<file path="src/design/logical_volume_segment_remapper_macros.svh">
// ----------------------------------------------------------------------------
// Assertion macros for the logical volume segment remapper
// Implication checks used by the remapper modules; compiled out when
// NO_ASSERTIONS is defined.
// ----------------------------------------------------------------------------
`ifndef LOGICAL_VOLUME_SEGMENT_REMAPPER_MACROS_SVH
`define LOGICAL_VOLUME_SEGMENT_REMAPPER_MACROS_SVH

`ifndef NO_ASSERTIONS
`define LVSR_ASSERT_IMP(label, ck, rs, ante, cons) \
  label: assert property (@(posedge ck) disable iff (rs) (ante) |-> (cons)) \
    else $error("lvsr: same-cycle check failed");
`define LVSR_ASSERT_NXT(label, ck, rs, ante, cons) \
  label: assert property (@(posedge ck) disable iff (rs) (ante) |=> (cons)) \
    else $error("lvsr: next-cycle check failed");
`else
`define LVSR_ASSERT_IMP(label, ck, rs, ante, cons)
`define LVSR_ASSERT_NXT(label, ck, rs, ante, cons)
`endif

`endif

</file>
<file path="src/design/lvsr_pkg.sv">
// ----------------------------------------------------------------------------
// Remapper package
// Result status codes, fixed field widths and the item classification type.
// ----------------------------------------------------------------------------
package lvsr_pkg;

  localparam int STATUS_W = 3;
  localparam int VOL_W    = 4;
  localparam int CFG_W    = 5;

  localparam logic [STATUS_W-1:0] STATUS_RUN       = 3'd0;
  localparam logic [STATUS_W-1:0] STATUS_ADDED     = 3'd1;
  localparam logic [STATUS_W-1:0] STATUS_EMPTY     = 3'd2;
  localparam logic [STATUS_W-1:0] STATUS_NO_SEG    = 3'd3;
  localparam logic [STATUS_W-1:0] STATUS_BAD_VOL   = 3'd4;
  localparam logic [STATUS_W-1:0] STATUS_FULL      = 3'd5;
  localparam logic [STATUS_W-1:0] STATUS_OVERFLOW  = 3'd6;

  typedef struct packed {
    logic is_request;
    logic no_sectors;
  } lvsr_class_t;

endpackage

</file>
<file path="src/design/lvsr_front.sv">
// ----------------------------------------------------------------------------
// Remapper front end
// Accepts transactions, classifies them and holds them in a two-entry queue.
// ----------------------------------------------------------------------------
module lvsr_front #(
  parameter int SECTOR_BITS = 48
) (
  input  logic                      clk,
  input  logic                      rst,
  input  logic                      in_valid,
  output logic                      in_ready,
  input  logic                      kind,
  input  logic [SECTOR_BITS-1:0]    logical_start,
  input  logic [SECTOR_BITS-1:0]    sector_total,
  input  logic [lvsr_pkg::VOL_W-1:0] volume_index,
  input  logic [SECTOR_BITS-1:0]    volume_start,
  output logic                      q_valid,
  input  logic                      q_ready,
  output lvsr_pkg::lvsr_class_t     q_class,
  output logic [SECTOR_BITS-1:0]    q_start,
  output logic [SECTOR_BITS-1:0]    q_total,
  output logic [lvsr_pkg::VOL_W-1:0] q_volume,
  output logic [SECTOR_BITS-1:0]    q_vstart
);
  import lvsr_pkg::*;

  lvsr_class_t            ent_class  [2];
  logic [SECTOR_BITS-1:0] ent_start  [2];
  logic [SECTOR_BITS-1:0] ent_total  [2];
  logic [VOL_W-1:0]       ent_volume [2];
  logic [SECTOR_BITS-1:0] ent_vstart [2];
  logic                   wr_ptr;
  logic                   rd_ptr;
  logic [1:0]             count;
  logic                   push;
  logic                   pop;
  lvsr_class_t            in_class;

  assign in_ready = (count != 2'd2);
  assign q_valid  = (count != 2'd0);
  assign push     = in_valid && in_ready;
  assign pop      = q_valid && q_ready;

  always_comb begin
    in_class.is_request = kind;
    in_class.no_sectors = (sector_total == '0);
  end

  assign q_class  = ent_class[rd_ptr];
  assign q_start  = ent_start[rd_ptr];
  assign q_total  = ent_total[rd_ptr];
  assign q_volume = ent_volume[rd_ptr];
  assign q_vstart = ent_vstart[rd_ptr];

  always_ff @(posedge clk) begin
    if (push) begin
      ent_class[wr_ptr]  <= in_class;
      ent_start[wr_ptr]  <= logical_start;
      ent_total[wr_ptr]  <= sector_total;
      ent_volume[wr_ptr] <= volume_index;
      ent_vstart[wr_ptr] <= volume_start;
    end
  end

  always_ff @(posedge clk) begin
    if (rst) begin
      wr_ptr <= 1'b0;
      rd_ptr <= 1'b0;
      count  <= 2'd0;
    end else begin
      if (push) wr_ptr <= ~wr_ptr;
      if (pop)  rd_ptr <= ~rd_ptr;
      if (push && !pop)      count <= count + 2'd1;
      else if (pop && !push) count <= count - 2'd1;
    end
  end

endmodule

</file>
<file path="config.mk">
export PLATFORM = sky130hd
export DESIGN_NAME = lvsr_front
export DESIGN_NICKNAME = d
export VERILOG_FILES = /design/src/design/logical_volume_segment_remapper_macros.svh /design/src/design/lvsr_pkg.sv /design/src/design/lvsr_front.sv
export SDC_FILE = /design/constraint.sdc
export NUM_CORES = 1
export LEC_CHECK = 0
export ABC_CLOCK_PERIOD_IN_PS = 5100
export BUFFER_PORTS_ARGS = -buffer_cell sky130_fd_sc_hd__buf_4
export CAP_MARGIN = 20
export CORE_MARGIN = 5
export CORE_UTILIZATION = 45
export CTS_CLUSTER_SIZE = 12
export DETAILED_ROUTE_END_ITERATION = 10
export GPL_TIMING_DRIVEN = 0
export HOLD_SLACK_MARGIN = 0.1
export PLACE_DENSITY = 0.69
export SYNTH_ARGS = -nofsm -noshare
export SYNTH_HDL_FRONTEND = slang
export SYNTH_SLANG_ARGS = --single-unit
</file>
<file path="constraint.sdc">
create_clock -name clk -period 5.1 [get_ports clk]
set_input_delay 0.255 -clock clk [delete_from_list [all_inputs] [get_ports clk]]
set_output_delay 0.255 -clock clk [all_outputs]
set_load 0.02 [all_outputs]
</file>
==> impl_summary.txt, run 1 <==
----------------------------------------------------
[Status]
  Status ... finished clean

[Logic synthesis]
  Share of synthesized flip-flops with an asynchronous set or reset ... 0%
  Cells after synthesis ... approximately 510
  Register bit count reported by yosys ... ~310
  Number of flops mapped to enable cells by yosys ... 300
  Number of distinct standard cells referenced by the synthesized netlist ... 23
  Portion of synthesized cell area occupied by the leading cell type ... 77.9%
  Most instantiated library cell after synthesis ... sky130_fd_sc_hd__edfxtp_1
  Largest area contributor in the netlist ... sky130_fd_sc_hd__edfxtp_1
  Warnings from Yosys ... 0
  Syn avg cell area ... 22.8 µm²
  Net count after synthesis ... roughly 660
  Sequential element share of the synthesized area ... 78.8%
  List of most frequent post-synthesis cells ... sky130_fd_sc_hd__edfxtp_1, sky130_fd_sc_hd__mux2_4, sky130_fd_sc_hd__mux2_2
  Synth top area cells ... sky130_fd_sc_hd__edfxtp_1, sky130_fd_sc_hd__mux2_4, sky130_fd_sc_hd__mux2_2
  Top FF cell, synth ... sky130_fd_sc_hd__edfxtp_1
  Post-Synthesis Cell Area ... 0.0116 mm²

[Critical path]
  Arrival time at the worst endpoint ... 2.39 ns
  Worst reg-to-reg setup slack ... 2.90 ns
  Required time of the critical path ... around 5.3 ns
  CP Max Fanout ... 86
  Setup CP Type ... register to register
  Worst Reg-to-Reg Cells ... 4
  End of the critical path ... ent_total[0][40]$_DFFE_PP_
  Endpoint of the lowest-slack register-to-register path ... ent_total[0][40]$_DFFE_PP_
  Critical Path Source ... count[0]$_SDFFE_PP0P_
  Worst reg2reg path startpoint ... count[0]$_SDFFE_PP0P_
  Sort of element at the start of the critical path ... register
  Endpoint type of the worst setup path ... register

[Clock tree]
  CTS buffer count ... 31
  H-Tree Level Count ... 1
  Clk pin slew, worst setup/hold paths ... 0.06 ns
  Setup repair bufs after CTS ... 0
  CTS tree ... done
  Clock Latency Late Sink ... 0.54 ns
  Clk sinks ... 305
  Maximum clock path buffer count ... 3
  Cell at the root of the clock tree ... sky130_fd_sc_hd__clkbuf_16

[Floorplan]
  Effective utilization at floorplan ... 45.8%
  Die height ... 170 µm
  Number of rows in the core area ... slightly below 60
  Horizontal die dimension ... 170 µm
  Ports placed on the boundary ... 305
  Core area ... 0.0253 mm²
  Area enclosed by the die boundary ... between 0.02 and 0.03 mm²

[Global routing]
  Number of antenna violations at the first check in global routing ... 0
  GRT overflow ... 0
  Largest net degree at the start of global routing ... 87
  Wire length of the first global-routing pass ... 39800 µm
  Gr usage total ... 17.5%
  Number of global-route vias before repair ... between 7000 and 8000

[Power]
  Leakage power of the design ... 0.00649 µW
  Peak VDD IR ... 399 µV
  Power density over the cells ... 471 mW/mm²
  Total power of the final layout ... 7910 µW

[Drt]
  DRC violations left ... 0
  Total routed wirelength ... 26500 µm
  Drt pass-1 iters ... 5
  Average wire per cell in the routed design ... 19.7 µm
  Final ANT Viol Nets ... 0
  Routed via count ... 6517
  Iteration-0 DRC count of the detailed router ... 346
  Vias/cell ... 4.83

[Placement]
  Final weighted congestion of routability-driven global placement ... 0.768
  Cells after DPL ... 1144
  Count of port buffers added during placement ... 304
  Detailed-placement wirelength estimate ... 17000 µm

[Cells and area]
  Non-filler instance count after layout ... 1348
  Share of post-route cells with drive strength above 1 ... 50.6%
  Synth-to-Final Area Change ... 45.3%
  Final net count ... 1152
  Final-layout fill cell count ... around 1700

[Timing]
  Post-Route Skew ... just over 0.009 ns
  RSZ-0062 raised after global routing ... no
  Achievable frequency ... 454 MHz
  Final Max Slew Viols ... 0
  Fin crit share ... between 40% and 50%
  Endpoints failing hold ... 0
  Worst max-slew margin expressed relative to the limit ... 53.3%
  Setup violation total in the final timing report ... 0
  Worst slew pin tran ... about 0.7 ns
  Minimum clock period after layout ... 2.20 ns

[Worst hold path]
  Min-Delay Path Class ... input port to register

[Run]
  Number of max-capacitance violations reported ... 0

----------------------------------------------------
[kinds of logic after synthesis]
| group | share of synthesized area (%) |
|---|---|
| XOR/XNOR | 0.227 |
| buffers and inverters | 1.45 |
| adder cells (fa/ha/maj) | 0.108 |
| multiplexers | 17.9 |
| AO/OA/AOI/OAI | 0.260 |
| flip-flops | 78.8 |
| AND/OR/NAND/NOR | 1.29 |
[sequential cells by signal, indices dropped and copies added, names as in the netlist, named ones only]
name        flops
rd_ptr          1
ent_start      96
ent_total      96
ent_vstart     96
ent_volume      8
count           2
ent_class       4
wr_ptr          1
[per-stage QoR]
step	utilization, %	setup WS [ns]	cell area, µm²	TNS, ns	hold slack, ns
after floorplan	-	0.355	11600	0	0.324
after global placement	56.4	-1.22	14300	-248.62	0.439
after detailed placement	56.8	2.89	14300	0	0.443
after CTS	66.5	2.87	16800	0	0.145
after global routing	66.5	2.72	16800	0	0.226
final	66.5	2.90	16800	0	0.180
[layer usage]
metal / vias up / wire, µm / track usage [%] / part of all wire, %
met5: - / 0 / 0 / 0
met4: 0 / 715 / 5.42 / 2.7
met3: 54 / 2340 / 4.92 / 8.8
met2: 283 / 13200 / 30.3 / 50
met1: 3169 / 10300 / 21.5 / 39
li1: 3011 / - / - / -
[power breakdown]
group	switching (µW)	total [µW]	internal, µW
Combinational	1320	2590	1270
Sequential	79.3	3210	3130
Clock	860	2110	1250
Total	2260	7910	5650
[worst min path at each step]
stage,startpoint,to,slack [ns],depth (start not counted)
after CTS,q_ready,register,0.15,4
after detailed placement,volume_start[17],ent_vstart[0][17]$_DFFE_PP_,0.44,1
after global routing,q_ready,rd_ptr$_SDFFE_PP0P_,0.23,4
after global placement,logical_start[33],ent_start[0][33]$_DFFE_PP_,0.44,1
final,q_ready,rd_ptr$_SDFFE_PP0P_,0.18,4
after floorplan,rst,count[1]$_SDFFE_PP0P_,0.32,1
[cells in the final DEF (no fill, tap or decap), types with 2 or more instances in the layout]
cell,synthesis,routed
sky130_fd_sc_hd__a21oi_1,2,2
sky130_fd_sc_hd__buf_16,0,3
sky130_fd_sc_hd__buf_2,5,5
sky130_fd_sc_hd__buf_4,0,304
sky130_fd_sc_hd__buf_6,11,11
sky130_fd_sc_hd__bufinv_16,0,2
sky130_fd_sc_hd__clkbuf_1,0,12
sky130_fd_sc_hd__clkbuf_16,0,31
sky130_fd_sc_hd__clkbuf_8,0,3
sky130_fd_sc_hd__clkinv_1,0,3
sky130_fd_sc_hd__dfxtp_1,5,5
sky130_fd_sc_hd__dlygate4sd3_1,0,151
sky130_fd_sc_hd__edfxtp_1,300,300
sky130_fd_sc_hd__mux2_2,50,50
sky130_fd_sc_hd__mux2_4,100,100
sky130_fd_sc_hd__nand4_1,3,3
sky130_fd_sc_hd__nor2_1,3,3
sky130_fd_sc_hd__nor4_1,12,12
sky130_fd_sc_hd__o21ai_0,2,2
sky130_fd_sc_hd__xor2_1,3,3
[critical path, cell delays in order (launching register included)]
cell,delay [ns]
sky130_fd_sc_hd__dfxtp_1,0.41
sky130_fd_sc_hd__nand2b_1,0.22
sky130_fd_sc_hd__nand3b_1,0.20
sky130_fd_sc_hd__inv_6,0.50
sky130_fd_sc_hd__buf_16,0.43
[layout make-up]
type | instances | area, µm² | area share [%]
Clock buffer | 46 | 862 | 5.13
Antenna cell | 1 | 2.50 | 0.0149
Timing Repair Buffer | 458 | 3880 | 23.1
Tap cell | 330 | 413 | 2.46
Buffer | 17 | 164 | 0.976
Clock inverter | 6 | 76.3 | 0.454
Sequential cell | 305 | 9110 | 54.2
Inverter | 1 | 8.76 | 0.0521
Multi-Input combinational cell | 184 | 2290 | 13.6
[timing repair]
item / 4_1_cts / 5_1_grt
gates resized for setup: 0 / 0
endpoints found under the hold margin: 303 / 0
setup endpoints to repair: 0 / 0
hold buffers: 151 / 0
No activity file was read; power rests on OpenSTA's default activity.
==> run 2, diff against run 1 <==
Settings changed: ABC_CLOCK_PERIOD_IN_PS 5100 to 2230.
Clock period 5.1 ns to 2.23 ns, I/O delays scaled along.
==> run 2 against run 1 <==
Compared with the run above: cell area grew 0.17%; sequential share of layout area fell by 0.085 points; sequential cell count is the same; global-route usage shrank 0.081 points; fmax increased by 3.3%; routed wire length shrank 0.22%; critical endpoint is now ent_total[0][4]$_DFFE_PP_; largest cell class unchanged.
==> impl_summary.txt, run 2 (same netlist as run 1, synthesis figures left out) <==
----------------------------------------------------
[Status]
  Status ... finished clean

[Floorplan]
  Horizontal die dimension ... 170 µm (unchanged)
  Effective utilization at floorplan ... 45.8% (unchanged)
  Ports placed on the boundary ... 305 (unchanged)
  Die height ... 170 µm (unchanged)
  Core area ... 0.0253 mm² (unchanged)
  Number of rows in the core area ... 58 (unchanged)
  Area enclosed by the die boundary ... 0.0290 mm² (unchanged)

[Placement]
  Area post-placement ... 0.0144 mm² (+0.28%)
  Detailed-placement wirelength estimate ... 17100 µm (+1.0%)
  Count of port buffers added during placement ... 304 (unchanged)
  Final weighted congestion of routability-driven global placement ... 0.784 (+2.1%)
  Dpl ws ... -0.0856 ns (-2.98 ns)

[Timing]
  Post-Route Skew ... 0.0176 ns (+0.00845 ns)
  Setup violation total in the final timing report ... 0 (unchanged)
  Worst max-slew margin expressed relative to the limit ... 47.8% (-5.5 points)
  Setup Total Neg Slack ... 0 ns (unchanged)
  Endpoints failing hold ... 0 (unchanged)
  Hold Worst Slack ... 0.294 ns (+0.114 ns)
  Final Max Slew Viols ... 0 (unchanged)
  Minimum clock period after layout ... 2.13 ns (-0.0706 ns)
  Achievable frequency ... 469 MHz (+3.3%)
  Fin crit share ... 95.6% (+52 points)
  Least setup slack across all paths after layout ... 0.0971 ns (-2.80 ns)
  RSZ-0062 raised after global routing ... no
  Worst slew pin tran ... 0.778 ns (+0.0777 ns)

[Drt]
  Total routed wirelength ... 26400 µm (-0.22%)
  Routed via count ... 6543 (+0.40%)
  Iteration-0 DRC count of the detailed router ... 371 (+7.2%)
  Average wire per cell in the routed design ... 19.6 µm (-0.29%)
  DRC violations left ... 0 (unchanged)
  Final ANT Viol Nets ... 0 (unchanged)
  Drt pass-1 iters ... 5 (unchanged)
  Vias/cell ... 4.85 (+0.32%)

[Clock tree]
  Setup repair bufs after CTS ... 0 (unchanged)
  Cell at the root of the clock tree ... sky130_fd_sc_hd__clkbuf_16
  Clock Latency Late Sink ... 0.54 ns (about the same)
  Clk sinks ... 305 (unchanged)
  H-Tree Level Count ... 1 (unchanged)
  CTS tree ... done
  Clk pin slew, worst setup/hold paths ... 0.06 ns (about the same)
  Post-cts resize count ... 0 (unchanged)
  Maximum clock path buffer count ... 3 (unchanged)
  CTS buffer count ... 31 (unchanged)

[Global routing]
  GRT overflow ... 0 (unchanged)
  Largest net degree at the start of global routing ... 69 (-21%)
  Number of global-route vias before repair ... 7316 (+2.3%)
  Most used routing layer in global routing ... met2
  Number of antenna violations at the first check in global routing ... 0 (unchanged)
  Gr usage total ... 17.4% (-0.081 points)
  Met1 usage in global routing ... 20.8% (-0.70 points)
  Wire length of the first global-routing pass ... 39800 µm (about the same)
  GR Layer Usage met2 ... 31.6% (+1.3 points)
  Met3 Track Usage GR ... 4.74% (-0.19 points)

[Power]
  Leakage power of the design ... 0.00650 µW (+0.15%)
  Power density over the cells ... 1070 mW/mm² (+130%)
  Peak VDD IR ... 878 µV (+120%)

[Cells and area]
  Commonest non-fill, non-tap cell in the layout ... sky130_fd_sc_hd__buf_4
  Cell area after layout ... 0.0168 mm² (+0.17%)
  Final net count ... 1156 (+0.35%)
  Largest registers ... ent_start x96, ent_total x96, ent_vstart x96
  Synth-to-Final Area Change ... 45.6%
  Antenna Diode Count ... 0 (-1)
  Commonest cells after routing, fill and taps aside ... sky130_fd_sc_hd__buf_4, sky130_fd_sc_hd__edfxtp_1, sky130_fd_sc_hd__dlygate4sd3_1
  Share of post-route cells with drive strength above 1 ... 51.1% (+0.49 points)

[Critical path]
  Required time of the critical path ... 2.44 ns (-2.84 ns)
  Setup CP Type ... register to register
  Worst reg-to-reg setup slack ... 0.1 ns (-2.80 ns)
  Endpoint type of the worst setup path ... register
  Arrival time at the worst endpoint ... 2.34 ns (-0.05 ns)
  CP Max Fanout ... 43 (-50%)
  Sort of element at the start of the critical path ... register

[Run]
  Number of max-capacitance violations reported ... 0 (unchanged)

[Worst hold path]
  Min-Delay Path Class ... input port to register

----------------------------------------------------
## run 2: where the power goes
part | switching (µW) | internal [µW] | leakage, µW
combinational | 3020 | 2930 | 0.00320
clock | 1950 | 2780 | 0.000448
sequential | 186 | 7160 | 0.00284
## run 2: area by class of cell
cell class / instances / area (µm²)
Sequential cell: 305 / 9110
Fill cell: 1652 / 8430
Timing Repair Buffer: 461 / 3920
Multi-Input combinational cell: 184 / 2290
Clock buffer: 42 / 827
Tap cell: 330 / 413
Buffer: 17 / 164
Clock inverter: 8 / 87.6
Inverter: 1 / 7.51
Timing Repair inverter: 1 / 5.00
## run 2: path summary, 6_finish.rpt
| kind | startpoint | to | cells after the start |
|---|---|---|---|
| hold / removal | logical_start[15] | ent_start[1][15]$_DFFE_PP_ | 2 |
| setup / recovery | count[0]$_SDFFE_PP0P_ | ent_total[0][4]$_DFFE_PP_ | 5 |
| setup reg to reg | count[0]$_SDFFE_PP0P_ | ent_total[0][4]$_DFFE_PP_ | 5 |
| hold reg to reg | rd_ptr$_SDFFE_PP0P_ | register | 2 |
## run 2: through the flow
stage | cells | power, µW | utilization, %
2_1_floorplan | 507 | 11000 | -
3_3_place_gp | 1141 | 13100 | 56.5
3_5_place_dp | 1146 | 13200 | 57.0
4_1_cts | 1349 | 18200 | 66.6
5_1_grt | 1349 | 18800 | 66.6
6_report | 1349 | 18000 | 66.6
## run 2: critical path, stage by stage, from the launching register on
cell,delay (ns)
sky130_fd_sc_hd__dfxtp_2,0.37
sky130_fd_sc_hd__nand2b_4,0.16
sky130_fd_sc_hd__nand3b_1,0.23
sky130_fd_sc_hd__clkinvlp_4,0.41
sky130_fd_sc_hd__buf_12,0.30
sky130_fd_sc_hd__buf_12,0.27
## run 2: repair_timing
| action | 4_1_cts | 5_1_grt |
|---|---|---|
| setup endpoints to repair | 43 | 0 |
| hold endpoints to repair | 305 | 0 |
| hold buffers | 152 | 0 |
## run 2: layer usage
metal	vias up	routed length [µm]
met1	3212	10000
met5	-	0
met3	47	2200
met2	266	13600
li1	3018	-
met4	0	565
==> run 3, diff against run 2 <==
Settings changed: ABC_CLOCK_PERIOD_IN_PS 2230 to 2050, CORE_ASPECT_RATIO set to 1.75, SLEW_MARGIN set to 20.
Clock period 2.23 ns to 2.05 ns, I/O delays scaled along.
==> run 3 against run 2 <==
Compared with the run above: via count is 1.2% higher; critical path depth stayed put; combinational power is 11% higher; first-iteration DRC count is 36% lower; sequential share of layout area is 0.20 points higher; sequential power is 9.0% higher; total power is 6.8% higher.
==> impl_summary.txt, run 3 (same netlist as run 1, synthesis figures left out) <==
----------------------------------------------------
[Floorplan]
  Ports placed on the boundary ... 305 (unchanged)
  Horizontal die dimension ... 131 µm (-23%)
  Number of rows in the core area ... 77 (+33%)
  Core area ... 0.0253 mm² (+0.33%)
  Die height ... 222 µm (+30%)
  Effective utilization at floorplan ... 45.6% (-0.15 points)
  Area enclosed by the die boundary ... 0.0291 mm² (+0.44%)

[Power]
  Power density over the cells ... 1150 mW/mm² (+7.2%)
  Peak VDD IR ... 856 µV (-2.4%)
  Leakage power of the design ... 0.00647 µW (-0.35%)

[Clock tree]
  Clk sinks ... 305 (unchanged)
  CTS buffer count ... 29 (-6.5%)
  CTS tree ... done
  Maximum clock path buffer count ... 3 (unchanged)
  Cell at the root of the clock tree ... sky130_fd_sc_hd__clkbuf_16
  H-Tree Level Count ... 1 (unchanged)
  Clk pin slew, worst setup/hold paths ... 0.05 ns (about the same)
  Clock Latency Late Sink ... 0.54 ns (about the same)

[Critical path]
  Setup CP Type ... register to primary output
  Sort of element at the start of the critical path ... register
  CP Max Fanout ... 10 (-77%)
  Required time of the critical path ... 1.95 ns (-0.49 ns)
  Arrival time at the worst endpoint ... 1.90 ns (-0.44 ns)
  Endpoint type of the worst setup path ... primary output

[Timing]
  Setup violation total in the final timing report ... 0 (unchanged)
  Worst slew pin tran ... 0.776 ns (-0.00254 ns)
  RSZ-0062 raised after global routing ... yes
  Hold Worst Slack ... 0.187 ns (-0.108 ns)
  Setup Total Neg Slack ... 0 ns (unchanged)
  Post-Route Skew ... 0.00858 ns (-0.00902 ns)
  Worst max-slew margin expressed relative to the limit ... 48.0% (+0.17 points)
  Fin crit share ... 97.7%
  Achievable frequency ... 499 MHz
  Endpoints failing hold ... 0 (unchanged)
  Final Max Slew Viols ... 0 (unchanged)
  Minimum clock period after layout ... 2.00 ns

[Global routing]
  Number of antenna violations at the first check in global routing ... 1 (+1)
  GRT overflow ... 0 (unchanged)
  Largest net degree at the start of global routing ... 53 (-23%)
  Number of global-route vias before repair ... 7579 (+3.6%)
  Wire length of the first global-routing pass ... 42800 µm (+7.4%)
  Gr usage total ... 18.6% (+1.2 points)

[Worst hold path]
  Min-Delay Path Class ... input port to register

[Status]
  Status ... finished clean

[Cells and area]
  Synth-to-Final Area Change ... 45.0%
  Final net count ... 1160 (+0.35%)
  Commonest cells after routing, fill and taps aside ... sky130_fd_sc_hd__buf_4, sky130_fd_sc_hd__edfxtp_1, sky130_fd_sc_hd__dlygate4sd3_1
  Antenna Diode Count ... 0 (unchanged)
  Share of post-route cells with drive strength above 1 ... 51.0% (-0.15 points)
  Final-layout fill cell count ... 1664 (+0.73%)
  Largest registers ... ent_start x96, ent_total x96, ent_vstart x96
  Commonest non-fill, non-tap cell in the layout ... sky130_fd_sc_hd__buf_4

[Placement]
  Final weighted congestion of routability-driven global placement ... 0.733 (-6.5%)
  Detailed-placement wirelength estimate ... 18700 µm (+8.9%)
  Count of port buffers added during placement ... 304 (unchanged)

[Drt]
  Drt pass-1 iters ... 5 (unchanged)
  Total routed wirelength ... 28100 µm (+6.2%)
  Iteration-0 DRC count of the detailed router ... 239 (-36%)
  Average wire per cell in the routed design ... 21.1 µm (+7.4%)
  Routed via count ... 6619 (+1.2%)
  Final ANT Viol Nets ... 0 (unchanged)
  Vias/cell ... 4.96 (+2.3%)
  DRC violations left ... 0 (unchanged)

[Run]
  Number of max-capacitance violations reported ... 0 (unchanged)

----------------------------------------------------
-- run 3: cell count changes in the layout (fill, tap and decap cells not counted), sizes merged --
cell / delta
and3: +2
bufinv: -2
clkinv: -4
buf: +3
clkbuf: -1
inv: +1
-- run 3: worst paths after layout --
| kind | from | end | slack (ns) | cells after the start |
|---|---|---|---|---|
| worst max register to register | count[1]$_SDFFE_PP0P_ | ent_total[0][29]$_DFFE_PP_ | 0.09 | 3 |
| worst max-delay path | register | q_volume[0] | 0.05 | 5 |
| worst min-delay path | in_valid | ent_start[1][21]$_DFFE_PP_ | 0.19 | 2 |
| worst min register to register | rd_ptr$_SDFFE_PP0P_ | register | 0.53 | 2 |
-- run 3: stage by stage --
| stage | std cells | setup slack, ns | total power (µW) | utilization [%] | area, µm² |
|---|---|---|---|---|---|
| 2_1_floorplan | 507 | -1.23 | 12000 | - | 11600 |
| 3_3_place_gp | 1127 | -2.32 | 14300 | 56.2 | 14200 |
| 3_5_place_dp | 1133 | -0.461 | 14500 | 56.8 | 14400 |
| 4_1_cts | 1332 | 0.00400 | 19400 | 66.0 | 16700 |
| 5_1_grt | 1334 | -0.00297 | 20000 | 66.2 | 16800 |
| 6_report | 1334 | 0.0475 | 19300 | 66.2 | 16800 |
-- run 3: layer usage --
metal | wire (µm) | share of wire, % | track usage [%] | vias to the layer above
li1 | - | - | - | 3035
met3 | 1470 | 5.2 | 3.91 | 68
met1 | 9650 | 34 | 19.3 | 3259
met4 | 1050 | 3.7 | 7.68 | 2
met5 | 13 | 0.046 | 0 | -
met2 | 15900 | 57 | 35.7 | 255
-- run 3: critical path, stage by stage, from the launching register on --
cell,delay (ns)
sky130_fd_sc_hd__dfxtp_1,0.32
sky130_fd_sc_hd__buf_6,0.15
sky130_fd_sc_hd__buf_8,0.18
sky130_fd_sc_hd__buf_6,0.21
sky130_fd_sc_hd__mux2_4,0.33
sky130_fd_sc_hd__buf_4,0.16
-- run 3: final cells by class --
type                            count  area [µm²]  share of cell area [%]
Tap cell                          316         395                    2.36
Clock inverter                      3        16.3                  0.0970
Buffer                             17         168                    1.00
Inverter                            1        7.51                  0.0448
Timing Repair Buffer              465        3990                    23.8
Timing Repair inverter              1        5.00                  0.0299
Clock buffer                       40         767                    4.57
Multi-Input combinational cell    186        2310                    13.8
Sequential cell                   305        9110                    54.3
-- run 3: power breakdown --
| group | leakage, µW | total (µW) | switching, µW | internal [µW] |
|---|---|---|---|---|
| sequential | 0.00284 | 8000 | 214 | 7790 |
| combinational | 0.00325 | 6620 | 3360 | 3260 |
| clock | 0.000378 | 4640 | 2070 | 2570 |
-- run 3: repair_timing --
action                                  in CTS  in global routing
hold endpoints to repair                   305                  0
gates cloned                                 3                  1
hold buffers                               152                  0
pin swaps                                    1                  1
gates resized for setup                      1                  1
setup buffers                                1                  1
endpoints found under the setup margin     169                 48
